### config.mk
export PLATFORM = sky130hd
export DESIGN_NAME = expression_tokenizer_unit
export DESIGN_NICKNAME = d
export VERILOG_FILES = /design/src/sv/etok_pkg.sv /design/src/sv/etok_front.sv /design/src/sv/etok_back.sv /design/src/sv/etok_out_queue.sv /design/src/sv/expression_tokenizer_unit.sv
export SDC_FILE = /design/constraint.sdc
export NUM_CORES = 1
export LEC_CHECK = 0
export BUFFER_PORTS_ARGS = -buffer_cell sky130_fd_sc_hd__buf_2
export CAP_MARGIN = 10
export CORE_MARGIN = 3
export CORE_UTILIZATION = 50
export CTS_CLUSTER_DIAMETER = 60
export DETAILED_ROUTE_END_ITERATION = 8
export MAX_ROUTING_LAYER = met4
export PLACE_DENSITY = 0.77
export SLEW_MARGIN = 25
export SYNTH_ARGS = -nofsm -noshare
export SYNTH_HDL_FRONTEND = slang
export SYNTH_SLANG_ARGS = --single-unit
### constraint.sdc
create_clock -name i_clk -period 4.7 [get_ports i_clk]
set_input_delay 0 -clock i_clk [delete_from_list [all_inputs] [get_ports i_clk]]
set_output_delay 0 -clock i_clk [all_outputs]
set_load 0.02 [all_outputs]
### src/sv/etok_pkg.sv
`timescale 1ns / 1ps
// etok_pkg: shared types, constants and helpers for the expression tokenizer.
// No dependencies; imported by every etok_* module and the top level.
package etok_pkg;

    localparam int VALUE_BITS = 32;
    localparam int POS_BITS   = 16;
    localparam int CH_BITS    = 8;
    localparam int KIND_BITS  = 4;
    localparam int CFG_BITS   = 16;

    localparam logic [VALUE_BITS-1:0] VALUE_MAX = {VALUE_BITS{1'b1}};
    localparam logic [POS_BITS-1:0]   POS_MAX   = {POS_BITS{1'b1}};

    // queue depths between front, back and result port
    localparam int IQ_DEPTH    = 4;
    localparam int IQ_PTR_BITS = $clog2(IQ_DEPTH);
    localparam int IQ_CNT_BITS = $clog2(IQ_DEPTH + 1);
    localparam int TQ_DEPTH    = 4;
    localparam int TQ_PTR_BITS = $clog2(TQ_DEPTH);
    localparam int TQ_CNT_BITS = $clog2(TQ_DEPTH + 1);

    // action codes
    localparam logic ACT_CHAR = 1'b0;
    localparam logic ACT_END  = 1'b1;

    // configuration register indexes
    localparam logic REG_FIRST_LINE   = 1'b0;
    localparam logic REG_FIRST_COLUMN = 1'b1;

    // character codes
    localparam logic [CH_BITS-1:0] CH_LPAR    = 8'h28;
    localparam logic [CH_BITS-1:0] CH_RPAR    = 8'h29;
    localparam logic [CH_BITS-1:0] CH_PLUS    = 8'h2B;
    localparam logic [CH_BITS-1:0] CH_MINUS   = 8'h2D;
    localparam logic [CH_BITS-1:0] CH_STAR    = 8'h2A;
    localparam logic [CH_BITS-1:0] CH_SLASH   = 8'h2F;
    localparam logic [CH_BITS-1:0] CH_NEWLINE = 8'h0A;
    localparam logic [CH_BITS-1:0] CH_SPACE   = 8'h20;
    localparam logic [CH_BITS-1:0] CH_TAB     = 8'h09;
    localparam logic [CH_BITS-1:0] CH_CR      = 8'h0D;
    localparam logic [CH_BITS-1:0] CH_DIGIT0  = 8'h30;
    localparam logic [CH_BITS-1:0] CH_DIGIT9  = 8'h39;

    typedef enum logic [KIND_BITS-1:0] {
        KIND_INT   = 4'd0,
        KIND_LPAR  = 4'd1,
        KIND_RPAR  = 4'd2,
        KIND_PLUS  = 4'd3,
        KIND_MINUS = 4'd4,
        KIND_MUL   = 4'd5,
        KIND_DIV   = 4'd6,
        KIND_END   = 4'd7,
        KIND_BAD   = 4'd8
    } t_kind;

    typedef enum logic [2:0] {
        CLS_DIGIT,
        CLS_OP,
        CLS_NEWLINE,
        CLS_SPACE,
        CLS_BAD,
        CLS_END
    } t_cls;

    // classified input item, front to back
    typedef struct packed {
        t_cls               cls;
        t_kind              kind;
        logic [CH_BITS-1:0] ch;
    } t_item;

    // one token, back to result port
    typedef struct packed {
        t_kind                 kind;
        logic [POS_BITS-1:0]   line;
        logic [POS_BITS-1:0]   column;
        logic [VALUE_BITS-1:0] value;
        logic [POS_BITS-1:0]   length;
        logic                  ovf;
        logic [CH_BITS-1:0]    bad_char;
        logic                  last;
    } t_token;

    function automatic logic [POS_BITS-1:0] sat_inc(input logic [POS_BITS-1:0] v);
        return (v == POS_MAX) ? v : v + 1'b1;
    endfunction

endpackage

### src/sv/etok_front.sv
`timescale 1ns / 1ps
// etok_front: classifies each incoming character and queues it for the back end.
// Depends on etok_pkg.
module etok_front (
    input  logic                           i_clk,
    input  logic                           i_rst_n,
    input  logic                           i_push,
    output logic                           o_full,
    input  logic                           i_action,
    input  logic [etok_pkg::CH_BITS-1:0]   i_ch,
    output logic                           o_item_valid,
    output etok_pkg::t_item                o_item,
    input  logic                           i_item_pop
);
    import etok_pkg::*;

    t_item                  r_mem [IQ_DEPTH];
    logic [IQ_PTR_BITS-1:0] r_wr_ptr;
    logic [IQ_PTR_BITS-1:0] r_rd_ptr;
    logic [IQ_CNT_BITS-1:0] r_count;
    t_item                  w_class;
    logic                   w_wr;
    logic                   w_rd;

    always_comb begin
        w_class.ch   = i_ch;
        w_class.kind = KIND_BAD;
        w_class.cls  = CLS_BAD;
        case (i_ch)
            CH_LPAR:  w_class.kind = KIND_LPAR;
            CH_RPAR:  w_class.kind = KIND_RPAR;
            CH_PLUS:  w_class.kind = KIND_PLUS;
            CH_MINUS: w_class.kind = KIND_MINUS;
            CH_STAR:  w_class.kind = KIND_MUL;
            CH_SLASH: w_class.kind = KIND_DIV;
            default:  w_class.kind = KIND_BAD;
        endcase
        if (i_action == ACT_END) begin
            w_class.cls  = CLS_END;
            w_class.kind = KIND_END;
        end else if (w_class.kind != KIND_BAD) begin
            w_class.cls = CLS_OP;
        end else begin
            case (i_ch) inside
                CH_NEWLINE:             w_class.cls = CLS_NEWLINE;
                [CH_DIGIT0:CH_DIGIT9]:  w_class.cls = CLS_DIGIT;
                CH_SPACE, [CH_TAB:CH_CR]: w_class.cls = CLS_SPACE;
                default:                w_class.cls = CLS_BAD;
            endcase
        end
    end

    assign o_full       = (r_count == IQ_CNT_BITS'(IQ_DEPTH));
    assign o_item_valid = (r_count != '0);
    assign o_item       = r_mem[r_rd_ptr];
    assign w_wr         = i_push && !o_full;
    assign w_rd         = i_item_pop && o_item_valid;

    always_ff @(posedge i_clk) begin
        if (w_wr) begin
            r_mem[r_wr_ptr] <= w_class;
        end
    end

    always_ff @(posedge i_clk) begin
        if (!i_rst_n) begin
            r_wr_ptr <= '0;
            r_rd_ptr <= '0;
            r_count  <= '0;
        end else begin
            if (w_wr) begin
                r_wr_ptr <= r_wr_ptr + 1'b1;
            end
            if (w_rd) begin
                r_rd_ptr <= r_rd_ptr + 1'b1;
            end
            r_count <= r_count + IQ_CNT_BITS'(w_wr) - IQ_CNT_BITS'(w_rd);
        end
    end

endmodule

### src/sv/etok_back.sv
`timescale 1ns / 1ps
// etok_back: lexer engine; holds location, number accumulator and halt state.
// Depends on etok_pkg.
module etok_back (
    input  logic                            i_clk,
    input  logic                            i_rst_n,
    input  logic                            i_cfg_we,
    input  logic                            i_cfg_idx,
    input  logic [etok_pkg::CFG_BITS-1:0]   i_cfg_data,
    input  logic                            i_item_valid,
    input  etok_pkg::t_item                 i_item,
    output logic                            o_item_pop,
    output logic                            o_tok_valid,
    output etok_pkg::t_token                o_tok,
    input  logic                            i_tok_ready
);
    import etok_pkg::*;

    logic                  r_in_number, n_in_number;
    logic [VALUE_BITS-1:0] r_num_value, n_num_value;
    logic [POS_BITS-1:0]   r_num_len,   n_num_len;
    logic                  r_num_ovf,   n_num_ovf;
    logic [POS_BITS-1:0]   r_num_line,  n_num_line;
    logic [POS_BITS-1:0]   r_num_col,   n_num_col;
    logic [POS_BITS-1:0]   r_line,      n_line;
    logic [POS_BITS-1:0]   r_col,       n_col;
    logic                  r_halted,    n_halted;
    logic [POS_BITS-1:0]   r_first_line, n_first_line;
    logic [POS_BITS-1:0]   r_first_col,  n_first_col;

    logic [VALUE_BITS+3:0] w_acc;
    logic [3:0]            w_digit;
    logic                  w_own_token;

    assign w_digit     = i_item.ch[3:0];
    // value*10 + digit, four spare bits catch the overflow
    assign w_acc       = ({4'b0, r_num_value} << 3) + ({4'b0, r_num_value} << 1)
                       + (VALUE_BITS+4)'(w_digit);
    assign w_own_token = (i_item.cls == CLS_END) || (i_item.cls == CLS_OP)
                       || (i_item.cls == CLS_BAD);

    always_comb begin
        n_in_number  = r_in_number;
        n_num_value  = r_num_value;
        n_num_len    = r_num_len;
        n_num_ovf    = r_num_ovf;
        n_num_line   = r_num_line;
        n_num_col    = r_num_col;
        n_line       = r_line;
        n_col        = r_col;
        n_halted     = r_halted;
        n_first_line = r_first_line;
        n_first_col  = r_first_col;
        o_item_pop   = 1'b0;
        o_tok_valid  = 1'b0;
        o_tok        = '0;
        o_tok.line   = r_line;
        o_tok.column = r_col;
        o_tok.kind   = i_item.kind;
        if (i_item_valid) begin
            if (r_halted) begin
                o_item_pop = 1'b1;
            end else if (r_in_number && i_item.cls == CLS_DIGIT) begin
                o_item_pop = 1'b1;
                if (w_acc > {4'b0, VALUE_MAX}) begin
                    n_num_value = VALUE_MAX;
                    n_num_ovf   = 1'b1;
                end else begin
                    n_num_value = w_acc[VALUE_BITS-1:0];
                end
                if (r_num_len == POS_MAX) begin
                    n_num_ovf = 1'b1;
                end else begin
                    n_num_len = r_num_len + 1'b1;
                end
                n_col = sat_inc(r_col);
            end else if (r_in_number) begin
                // close the pending integer; the item stays for a second pass
                o_tok_valid   = 1'b1;
                o_tok.kind    = KIND_INT;
                o_tok.line    = r_num_line;
                o_tok.column  = r_num_col;
                o_tok.value   = r_num_value;
                o_tok.length  = r_num_len;
                o_tok.ovf     = r_num_ovf;
                o_tok.last    = !w_own_token;
                if (i_tok_ready) begin
                    n_in_number = 1'b0;
                end
            end else begin
                case (i_item.cls)
                    CLS_END: begin
                        o_tok_valid = 1'b1;
                        o_tok.kind  = KIND_END;
                        o_tok.last  = 1'b1;
                        if (i_tok_ready) begin
                            o_item_pop = 1'b1;
                            n_line     = r_first_line;
                            n_col      = r_first_col;
                        end
                    end
                    CLS_OP: begin
                        o_tok_valid  = 1'b1;
                        o_tok.length = POS_BITS'(1);
                        o_tok.last   = 1'b1;
                        if (i_tok_ready) begin
                            o_item_pop = 1'b1;
                            n_col      = sat_inc(r_col);
                        end
                    end
                    CLS_NEWLINE: begin
                        o_item_pop = 1'b1;
                        n_line     = sat_inc(r_line);
                        n_col      = r_first_col;
                    end
                    CLS_SPACE: begin
                        o_item_pop = 1'b1;
                        n_col      = sat_inc(r_col);
                    end
                    CLS_DIGIT: begin
                        o_item_pop  = 1'b1;
                        n_in_number = 1'b1;
                        n_num_value = VALUE_BITS'(w_digit);
                        n_num_len   = POS_BITS'(1);
                        n_num_ovf   = 1'b0;
                        n_num_line  = r_line;
                        n_num_col   = r_col;
                        n_col       = sat_inc(r_col);
                    end
                    CLS_BAD: begin
                        o_tok_valid    = 1'b1;
                        o_tok.kind     = KIND_BAD;
                        o_tok.length   = POS_BITS'(1);
                        o_tok.bad_char = i_item.ch;
                        o_tok.last     = 1'b1;
                        if (i_tok_ready) begin
                            o_item_pop = 1'b1;
                            n_halted   = 1'b1;
                        end
                    end
                    default: begin
                        o_item_pop = 1'b1;
                    end
                endcase
            end
        end
        // a register write also reloads its position counter
        if (i_cfg_we) begin
            case (i_cfg_idx)
                REG_FIRST_LINE: begin
                    n_first_line = i_cfg_data[POS_BITS-1:0];
                    n_line       = i_cfg_data[POS_BITS-1:0];
                end
                REG_FIRST_COLUMN: begin
                    n_first_col = i_cfg_data[POS_BITS-1:0];
                    n_col       = i_cfg_data[POS_BITS-1:0];
                end
                default: begin
                    n_first_line = r_first_line;
                end
            endcase
        end
    end

    always_ff @(posedge i_clk) begin
        if (!i_rst_n) begin
            r_in_number  <= 1'b0;
            r_num_value  <= '0;
            r_num_len    <= '0;
            r_num_ovf    <= 1'b0;
            r_num_line   <= '0;
            r_num_col    <= '0;
            r_line       <= POS_BITS'(1);
            r_col        <= '0;
            r_halted     <= 1'b0;
            r_first_line <= POS_BITS'(1);
            r_first_col  <= '0;
        end else begin
            r_in_number  <= n_in_number;
            r_num_value  <= n_num_value;
            r_num_len    <= n_num_len;
            r_num_ovf    <= n_num_ovf;
            r_num_line   <= n_num_line;
            r_num_col    <= n_num_col;
            r_line       <= n_line;
            r_col        <= n_col;
            r_halted     <= n_halted;
            r_first_line <= n_first_line;
            r_first_col  <= n_first_col;
        end
    end

    // halt is sticky until reset
    a_halt_sticky: assert property (@(posedge i_clk) disable iff (!i_rst_n)
        r_halted |=> r_halted)
        else $error("halt state dropped without reset");

    // nothing is emitted once halted
    a_quiet_halted: assert property (@(posedge i_clk) disable iff (!i_rst_n)
        r_halted |-> !o_tok_valid)
        else $error("token emitted while halted");

    // an integer token only ever closes a pending number
    a_int_pending: assert property (@(posedge i_clk) disable iff (!i_rst_n)
        (o_tok_valid && o_tok.kind == KIND_INT) |-> (r_in_number && !o_item_pop))
        else $error("integer token without pending number");

    // a delivered integer token clears the pending number
    a_int_clears: assert property (@(posedge i_clk) disable iff (!i_rst_n)
        (o_tok_valid && i_tok_ready && o_tok.kind == KIND_INT) |=> !r_in_number)
        else $error("pending number not cleared after integer token");

endmodule

### src/sv/etok_out_queue.sv
`timescale 1ns / 1ps
// etok_out_queue: short token queue that decouples the engine from the result port.
// Depends on etok_pkg.
module etok_out_queue (
    input  logic             i_clk,
    input  logic             i_rst_n,
    input  logic             i_wr,
    input  etok_pkg::t_token i_tok,
    output logic             o_ready,
    input  logic             i_pop,
    output logic             o_empty,
    output etok_pkg::t_token o_tok
);
    import etok_pkg::*;

    t_token                 r_mem [TQ_DEPTH];
    logic [TQ_PTR_BITS-1:0] r_wr_ptr;
    logic [TQ_PTR_BITS-1:0] r_rd_ptr;
    logic [TQ_CNT_BITS-1:0] r_count;
    logic                   w_wr;
    logic                   w_rd;

    assign o_ready = (r_count != TQ_CNT_BITS'(TQ_DEPTH));
    assign o_empty = (r_count == '0);
    assign o_tok   = r_mem[r_rd_ptr];
    assign w_wr    = i_wr && o_ready;
    assign w_rd    = i_pop && !o_empty;

    always_ff @(posedge i_clk) begin
        if (w_wr) begin
            r_mem[r_wr_ptr] <= i_tok;
        end
    end

    always_ff @(posedge i_clk) begin
        if (!i_rst_n) begin
            r_wr_ptr <= '0;
            r_rd_ptr <= '0;
            r_count  <= '0;
        end else begin
            if (w_wr) begin
                r_wr_ptr <= r_wr_ptr + 1'b1;
            end
            if (w_rd) begin
                r_rd_ptr <= r_rd_ptr + 1'b1;
            end
            r_count <= r_count + TQ_CNT_BITS'(w_wr) - TQ_CNT_BITS'(w_rd);
        end
    end

endmodule

### src/sv/expression_tokenizer_unit.sv
`timescale 1ns / 1ps
// expression_tokenizer_unit: top level of the arithmetic expression tokenizer.
// Depends on etok_pkg, etok_front, etok_back, etok_out_queue.
//
//  channel   direction  handshake               payload
//  --------  ---------  ----------------------  -----------------------------------------
//  input     in         push / full             i_action, i_ch
//  result    out        empty / pop             o_token_kind .. o_last (8 fields)
//  config    in         i_cfg_we (no wait)      i_cfg_idx, i_cfg_data
//
// Flow: an input transaction is accepted in any cycle with push high and full low.
//   The engine retires one character per cycle while the token queue can take its token;
//   a character that terminates a pending integer first emits the integer token and then
//   takes its own action. A token is registered in the token queue and drives the result
//   ports at its head; an item's own token after a closed integer follows the integer token.
// Reset: synchronous, active low; clears both queues, the number accumulator and the
//   halt flag, and loads line 1 / column 0 into the location counters.
// Stalls: a 4-entry item queue sits between classifier and engine and a 4-entry token
//   queue before the result ports, so pop stalls only back up into full once both fill.
module expression_tokenizer_unit (
    input  logic                                i_clk,
    input  logic                                i_rst_n,
    // input transactions
    input  logic                                push,
    output logic                                full,
    input  logic                                i_action,
    input  logic [etok_pkg::CH_BITS-1:0]        i_ch,
    // result transactions
    output logic                                empty,
    input  logic                                pop,
    output logic [etok_pkg::KIND_BITS-1:0]      o_token_kind,
    output logic [etok_pkg::POS_BITS-1:0]       o_token_line,
    output logic [etok_pkg::POS_BITS-1:0]       o_token_column,
    output logic [etok_pkg::VALUE_BITS-1:0]     o_int_value,
    output logic [etok_pkg::POS_BITS-1:0]       o_token_length,
    output logic                                o_int_overflow,
    output logic [etok_pkg::CH_BITS-1:0]        o_bad_char,
    output logic                                o_last,
    // configuration writes
    input  logic                                i_cfg_we,
    input  logic                                i_cfg_idx,
    input  logic [etok_pkg::CFG_BITS-1:0]       i_cfg_data
);
    import etok_pkg::*;

    // classified items, front to engine
    logic   w_item_valid;
    t_item  w_item;
    logic   w_item_pop;
    // tokens, engine to result queue
    logic   w_tok_valid;
    t_token w_tok;
    logic   w_tok_ready;
    t_token w_head;

    // front end: classify each character as it arrives and queue it
    etok_front u_front (
        .i_clk        (i_clk),
        .i_rst_n      (i_rst_n),
        .i_push       (push),
        .o_full       (full),
        .i_action     (i_action),
        .i_ch         (i_ch),
        .o_item_valid (w_item_valid),
        .o_item       (w_item),
        .i_item_pop   (w_item_pop)
    );

    // back end: location tracking, integer accumulation, token generation
    etok_back u_back (
        .i_clk        (i_clk),
        .i_rst_n      (i_rst_n),
        .i_cfg_we     (i_cfg_we),
        .i_cfg_idx    (i_cfg_idx),
        .i_cfg_data   (i_cfg_data),
        .i_item_valid (w_item_valid),
        .i_item       (w_item),
        .o_item_pop   (w_item_pop),
        .o_tok_valid  (w_tok_valid),
        .o_tok        (w_tok),
        .i_tok_ready  (w_tok_ready)
    );

    // result queue: head entry drives the result ports while not empty
    etok_out_queue u_out_queue (
        .i_clk   (i_clk),
        .i_rst_n (i_rst_n),
        .i_wr    (w_tok_valid),
        .i_tok   (w_tok),
        .o_ready (w_tok_ready),
        .i_pop   (pop),
        .o_empty (empty),
        .o_tok   (w_head)
    );

    assign o_token_kind   = w_head.kind;
    assign o_token_line   = w_head.line;
    assign o_token_column = w_head.column;
    assign o_int_value    = w_head.value;
    assign o_token_length = w_head.length;
    assign o_int_overflow = w_head.ovf;
    assign o_bad_char     = w_head.bad_char;
    assign o_last         = w_head.last;

endmodule
==> results of run 1 <==
==> timing repair <==
item | in CTS | in global routing
setup endpoints to repair | 0 | 1
hold buffers | 41 | 0
endpoints found under the hold margin | 144 | 0
resized for setup | 0 | 1
==> final timing paths <==
| check | startpoint | to | slack, ns |
|---|---|---|---|
| worst max-delay path | register | u_back.r_num_value[22] | 0.35 |
| worst min-delay path | i_ch[7] | u_front.r_mem[0][7] | 0.19 |
| worst max register to register | register | u_back.r_num_value[22] | 0.35 |
| worst min register to register | u_back.r_num_col[0] | u_back.r_num_col[0] | 0.46 |
==> flip-flops by register name, indices dropped and copies added, names as in the netlist, 2 cells and up, named ones only <==
register / cells
u_out_queue.r_mem: 376
u_front.r_mem: 60
u_back.r_num_value: 32
u_back.r_col: 16
u_back.r_first_col: 16
u_back.r_first_line: 16
u_back.r_line: 16
u_back.r_num_col: 16
u_back.r_num_len: 16
u_back.r_num_line: 16
u_front.r_count: 3
u_out_queue.r_count: 3
u_front.r_rd_ptr: 2
u_front.r_wr_ptr: 2
u_out_queue.r_rd_ptr: 2
u_out_queue.r_wr_ptr: 2
==> cell families after synthesis <==
family / synth area share (%)
mux: 10.7
buf+inv: 2.26
xor+xnor: 1.83
fa+ha+maj: 3.86
simple gates: 10.7
flops: 60.0
compound gates: 10.6
==> metal layers <==
metal	part of all wire (%)	global-route usage, %	vias to the layer above
met5	0	-	-
met4	2.3	5.74	0
met3	6.2	3.44	110
met2	49	37.5	635
met1	42	30.6	8942
li1	-	-	8181
==> final cells by class <==
cell class                      instances  area (µm²)  area share, %
Tap cell                              696         871           2.79
Sequential cell                       601       16400           52.5
Clock buffer                           69        1560           4.98
Clock inverter                         44         556           1.78
Multi-Input combinational cell       1313       10300           33.1
Timing Repair Buffer                  204        1430           4.59
Inverter                               21        78.8          0.252
==> critical path, delay by kind of cell, from the launching register on <==
family | cells | cell delay, ns
compound gates | 5 | 1.17
fa+ha+maj | 2 | 0.99
simple gates | 3 | 0.80
mux | 1 | 0.58
flops | 1 | 0.44
buf+inv | 1 | 0.21
==> through the flow <==
step	hold slack (ns)	cells	cell area [µm²]
global route	0.176	2948	31200
floorplan	0.0989	2066	27300
detailed placement	0.252	2794	28700
finish	0.194	2948	31200
CTS	0.146	2948	31200
global placement	0.233	2794	28700
==> report_power, final <==
group / switching (mW) / internal, mW
registers: 0.471 / 6.82
logic: 3.29 / 2.07
clock network: 2.03 / 3.05
==> cells in the final DEF (no fill, tap or decap), drive strengths merged, types with 24 or more instances in the layout <==
cell         netlist  layout
edfxtp           436     436
nand2            252     252
dfxtp            165     165
buf               24     163
mux4             109     109
o21ai             95      95
and2              86      86
a21oi             81      81
ha                78      78
a21boi            77      77
nor2              76      76
clkbuf           107      69
dlygate4sd3        0      41
xnor2             33      33
mux2              32      32
nand3             28      28
inv               20      26
xor2              24      24
nor3              24      24
==> metrics.md, run 1 <==
| Metric | Value |
|---|---|
| Die ar. | 57500 µm² |
| Vias per inst | 6.06 |
| Syn Std Cell Area | ~27000 µm² |
| Clock slew at reported path FFs | 0.06 ns |
| RSZ-0062 raised after global routing | no |
| Final worst setup slack | 0.353 ns |
| Hold Vio Cnt, Final | 0 |
| Synth-to-Final Area Change | 14.3% |
| CP max stage cell | mux4_2 |
| Ys flop type | edfxtp_1 |
| Min-delay worst type | primary input to register |
| Top post-synthesis cells by area | edfxtp_1 48%, dfxtp_1 12%, mux4_2 9.0% |
| Vias in the first global route | roughly 18000 |
| # IOs | 127 |
| Max Slew Vio Count | 0 |
| HPWL Detailed | 42.4 mm |
| Seq cells post-synth | approximately 600 |
| Post-CTS Setup Bufs | 0 |
| N_diodes | 0 |
| Yosys top cell area share | between 40% and 50% |
| Run status | completed |
| Final setup vio count | 0 |
| Yosys synthesis warning count | 0 |
| FFs w/ async S/R, synth | 0% |
| Slowest stage delay, CP | 0.58 ns |
| Final min period | 4.35 ns |
| First-pass GRT wire length | roughly 100 mm |
| Longest Clk Path Bufs | 3 |
| Worst Max-Slew Pin Slew | 1.01 ns |
| DRT antenna net count | 0 |
| Final TNS setup | 0 ns |
| DRC viols | 0 |
| Worst-Skew Late Latency | 0.62 ns |
| Starting density of the core | 50.7% |
| Post-Synthesis Cells | 2066 |
| Syn Area/Cell | 13.2 µm² |
| Power Density | 568 nW/µm² |
| Maximum VDD drop | 0.335 mV |
| Setup crit start kind | register |
| Post-synth top area cell | edfxtp_1 |
| Core ar. | 53900 µm² |
| Clock Skews | 0.0271 ns |
| Std-Cell Rows | 85 |
| Power consumption | 17.7 mW |
| Worst-path fanout max | 15 |
| Post-synth EDFFs | 436 |
| Rel. slew slack | 32.6% |
| Share of layout cells above drive strength 1 | 19.3% |
| CP arrival | 4.82 ns |
| Hold Path Stages | 2 |
| CTS tree | built |
| Clock sinks | about 600 |
| Fillcell total | 4098 |
| CP Capture Type | register |
| Avg WL per Cell | 21.7 µm |
| Worst Reg-to-Reg Cells | 12 |
| Syn Nets | 2179 |
| Routed wire length | 63.9 mm |
| Register area share after synthesis | about three fifths |
| Detailed Routing Iterations Pass 1 | 5 |
| Leak pwr | ~11 nW |
| Final Cycle Share | 92.5% |
| GRT overflow | 0 |
| Root buffer cell | clkbuf_16 |
| Initial DRC Count | ~1900 |
| Die Y | ~240 µm |
| Total GRT Usage | 23.0% |
| Num CTS Buffers | 60 |
| Layout Nets | around 2300 |
| Top-count cell post-synth | edfxtp_1 |
| Final Core Density | roughly 58% |
| Die Wd | around 240 µm |
| Kind of critical path | register to register |
| Vias | 17900 |
| Critical path, cell by cell | mux4_2, fa_1, fa_1, a21o_1, a311oi_1, or3_1, a21oi_1, or3_1, a221o_2, buf_4, nor3_4, a31oi_1 |
| Max_cap viols | 0 |
| Worst path required time | ~5.2 ns |
| Fmax | 230 MHz |
| Largest net degree at the start of global routing | 117 |
| Synth top cells by count | 436 x edfxtp_1, 252 x nand2_1, 165 x dfxtp_1, 109 x mux4_2, 106 x clkbuf_1 |
| Final GP Congestion | 0.953 |
| Initial antenna violation count | 0 |
| Yosys cell types | 84 |
| H-tree depth | 2 |
| I/O Buffers | about 130 |
| Post-Place Setup Slack | 0.368 ns |
Note: power is estimated with default switching activity, not from simulation.
==> inputs of run 2 (changes only) <==
--- a/config.mk
+++ b/config.mk
@@ -5,7 +5,7 @@
 export SDC_FILE = /design/constraint.sdc
 export NUM_CORES = 1
 export LEC_CHECK = 0
-export BUFFER_PORTS_ARGS = -buffer_cell sky130_fd_sc_hd__buf_2
+export BUFFER_PORTS_ARGS = -buffer_cell sky130_fd_sc_hd__clkbuf_2
 export CAP_MARGIN = 10
 export CORE_MARGIN = 3
 export CORE_UTILIZATION = 50
@@ -13,6 +13,7 @@
 export DETAILED_ROUTE_END_ITERATION = 8
 export MAX_ROUTING_LAYER = met4
 export PLACE_DENSITY = 0.77
+export SETUP_SLACK_MARGIN = 0.4
 export SLEW_MARGIN = 25
 export SYNTH_ARGS = -nofsm -noshare
 export SYNTH_HDL_FRONTEND = slang
==> run 2 against run 1 <==
Non-clock buffer count up 8. Count of clock-buffer cells in the layout up 7. Final area down 0.44%. Largest cell class unchanged. Highest routed layer unchanged.
==> metrics.md, run 2 (same netlist as run 1, synthesis figures left out) <==
| Metric | Value |
|---|---|
| Final TNS setup | 0 ns |
| Final worst setup slack | 0.573 ns |
| Sequential share of power | between 40% and 50% |
| Leading cell types in the layout, fill and taps excluded | 436 x edfxtp_1, 252 x nand2_1, 162 x dfxtp_1, 125 x clkbuf_2, 109 x mux4_2 |
| Std-Cell Rows | 85 |
| Setup crit start kind | register |
| Final min period | 4.13 ns |
| Power Density | 548 nW/µm² |
| # IOs | 127 |
| Psw | 5.69 mW |
| Die Wd | 240 µm |
| Worst path required time | 5.16 ns |
| Vias per inst | slightly above 6 |
| Share of layout cells above drive strength 1 | 19.5% |
| Total GRT Usage | 22.6% |
| Hold path start | i_ch[7] |
| Vias in the first global route | roughly 18000 |
| DP Cell Count | around 2800 |
| Avg WL per Cell | between 20 and 25 µm |
| Maximum VDD drop | between 0.3 and 0.4 mV |
| Final Core Density | 57.7% |
| Slowest stage delay, CP | 0.52 ns |
| Largest registers | u_out_queue.r_mem: 376 flops, u_front.r_mem: 60 flops, u_back.r_num_value: 32 flops |
| Top reg by flops | u_out_queue.r_mem |
| GRT overflow | 0 |
| Net Sw Frac | between 30% and 40% |
| First-pass GRT wire length | 99.6 mm |
| Final GP Congestion | 0.923 |
| Final Cycle Share | 87.8% |
| Detailed Routing Iterations Pass 1 | 6 |
| Run status | completed |
| HPWL Detailed | 41.6 mm |
| Max Slew Vio Count | 0 |
| Power consumption | 17.1 mW |
| Root buffer cell | clkbuf_16 |
| H-tree depth | 2 |
| I/O Buffers | 126 |
| Initial antenna violation count | 0 |
| Routed wire length | 62.9 mm |
| Clock Skews | about 0.030 ns |
| Critical path, cell by cell | buf_4, mux4_2, ha_1, ha_1, fa_2, a21o_1, a311oi_2, or3_4, a21oi_1, or3_1, a221o_4, o31ai_4, buf_4, o211ai_1 |
| CP Capture Type | register |
| Fmax | 242 MHz |
| DRT antenna net count | 0 |
| Hold Path Stages | 2 |
| Initial DRC Count | 1704 |
| R2r endpoint | u_back.r_num_value[28] |
| Clock sinks | 601 |
| Longest Clk Path Bufs | 3 |
| Worst-path fanout max | 13 |
| Starting density of the core | 50.7% |
| Final setup vio count | 0 |
| Worst hold margin | ~0.19 ns |
| Largest net degree at the start of global routing | 106 |
| Hold Vio Cnt, Final | 0 |
| Clock slew at reported path FFs | 0.06 ns |
| Combinational share of power | between 30% and 40% |
| Fillcell total | 4147 |
| Pint | 11.4 mW |
| Final Cell Area | 31100 µm² |
| Largest register FFs | 376 |
| Worst-Skew Late Latency | slightly above 0.6 ns |
| Rel. slew slack | 25.8% |
| Vias | between 15000 and 20000 |
| Commonest non-fill, non-tap cell in the layout | edfxtp_1 |
| Final std cells w/o fill | 2953 |
| DRC viols | 0 |
| Post-Place Setup Slack | 0.0788 ns |
| Clock group share of total power | 26.2% |
| Kind of critical path | register to register |
| Synth-to-Final Area Change | 13.8% |
| Leak pwr | 10.9 nW |
| Max_cap viols | 0 |
| Die Y | 240 µm |
| R2R setup slack | approximately 0.57 ns |
| Min-delay worst type | primary input to register |
| Num CTS Buffers | between 50 and 60 |
| Layout Nets | between 2000 and 2500 |
| Core ar. | 53900 µm² |
| CP arrival | roughly 4.6 ns |
| CTS tree | built |
| Placement Cell Area | 28700 µm² |
| CP max stage cell | a221o_4 |
| Hold Path End | u_front.r_mem[2][7] |
| RSZ-0062 raised after global routing | no |
| Die ar. | 57500 µm² |
| Worst Max-Slew Pin Slew | 1.10 ns |
| Worst Reg-to-Reg Cells | 14 |
| N_diodes | 0 |
[run 2: cell types whose count changed in the layout (fill, tap and decap cells not counted), sizes merged, moves of 3 or more]
cell      delta
inv          -3
buf        -119
bufinv      -10
clkinv       +6
clkinvlp     -3
clkbuf     +132
[run 2: how the worst max path moves through the flow]
stage               slack [ns]  startpoint                endpoint  cells after the start
detailed placement        0.08    register  u_back.r_num_value[28]                     11
finish                    0.57    register  u_back.r_num_value[28]                     14
global placement          0.16    register  u_back.r_num_value[19]                     11
CTS                       0.44    register  u_back.r_num_value[28]                     12
global route              0.40    register  u_back.r_num_value[30]                     13
floorplan                 0.45    register  u_back.r_num_value[15]                     15
[run 2: per-layer routing]
layer	track usage (%)	part of all wire, %	routed length, µm	vias up
met5	-	0	0	-
met3	3.25	5.5	3460	117
met2	36.8	49	30900	617
li1	-	-	-	8187
met4	6.32	2.5	1570	0
met1	30.1	43	27000	8934
[run 2: layout make-up]
class                   instances  area, µm²  share of cell area (%)
flip-flops and latches        601      16400                    52.7
multi-input cells            1313      10400                    33.5
clock buffers                  76       1590                    5.12
repair buffers                212       1490                    4.80
well taps                     696        871                    2.80
clock inverters                34        255                   0.820
inverters                      21       78.8                   0.253
[run 2: worst max-delay path, delay by kind of cell (launching register included)]
family,cells,cell delay (ns)
compound gates,6,1.45
mux,1,0.37
fa+ha+maj,3,0.79
flops,1,0.39
buf+inv,2,0.44
simple gates,2,0.52
[run 2: what timing repair did]
action | CTS | global route
endpoints found under the setup margin | 33 | 33
pin swaps | 3 | 1
hold buffers | 43 | 0
hold endpoints to repair | 158 | 0
buffers inserted | 4 | 2
gates resized for setup | 4 | 6
[run 2: power by group through the flow]
stage	Clock (mW)	Sequential [mW]	Combinational, mW
after floorplan	0	7.13	3.78
after global routing	4.75	7.38	5.74
after detailed placement	0	7.39	5.31
final	4.47	7.29	5.31
after global placement	0	7.31	5.22
after CTS	4.54	7.29	5.36
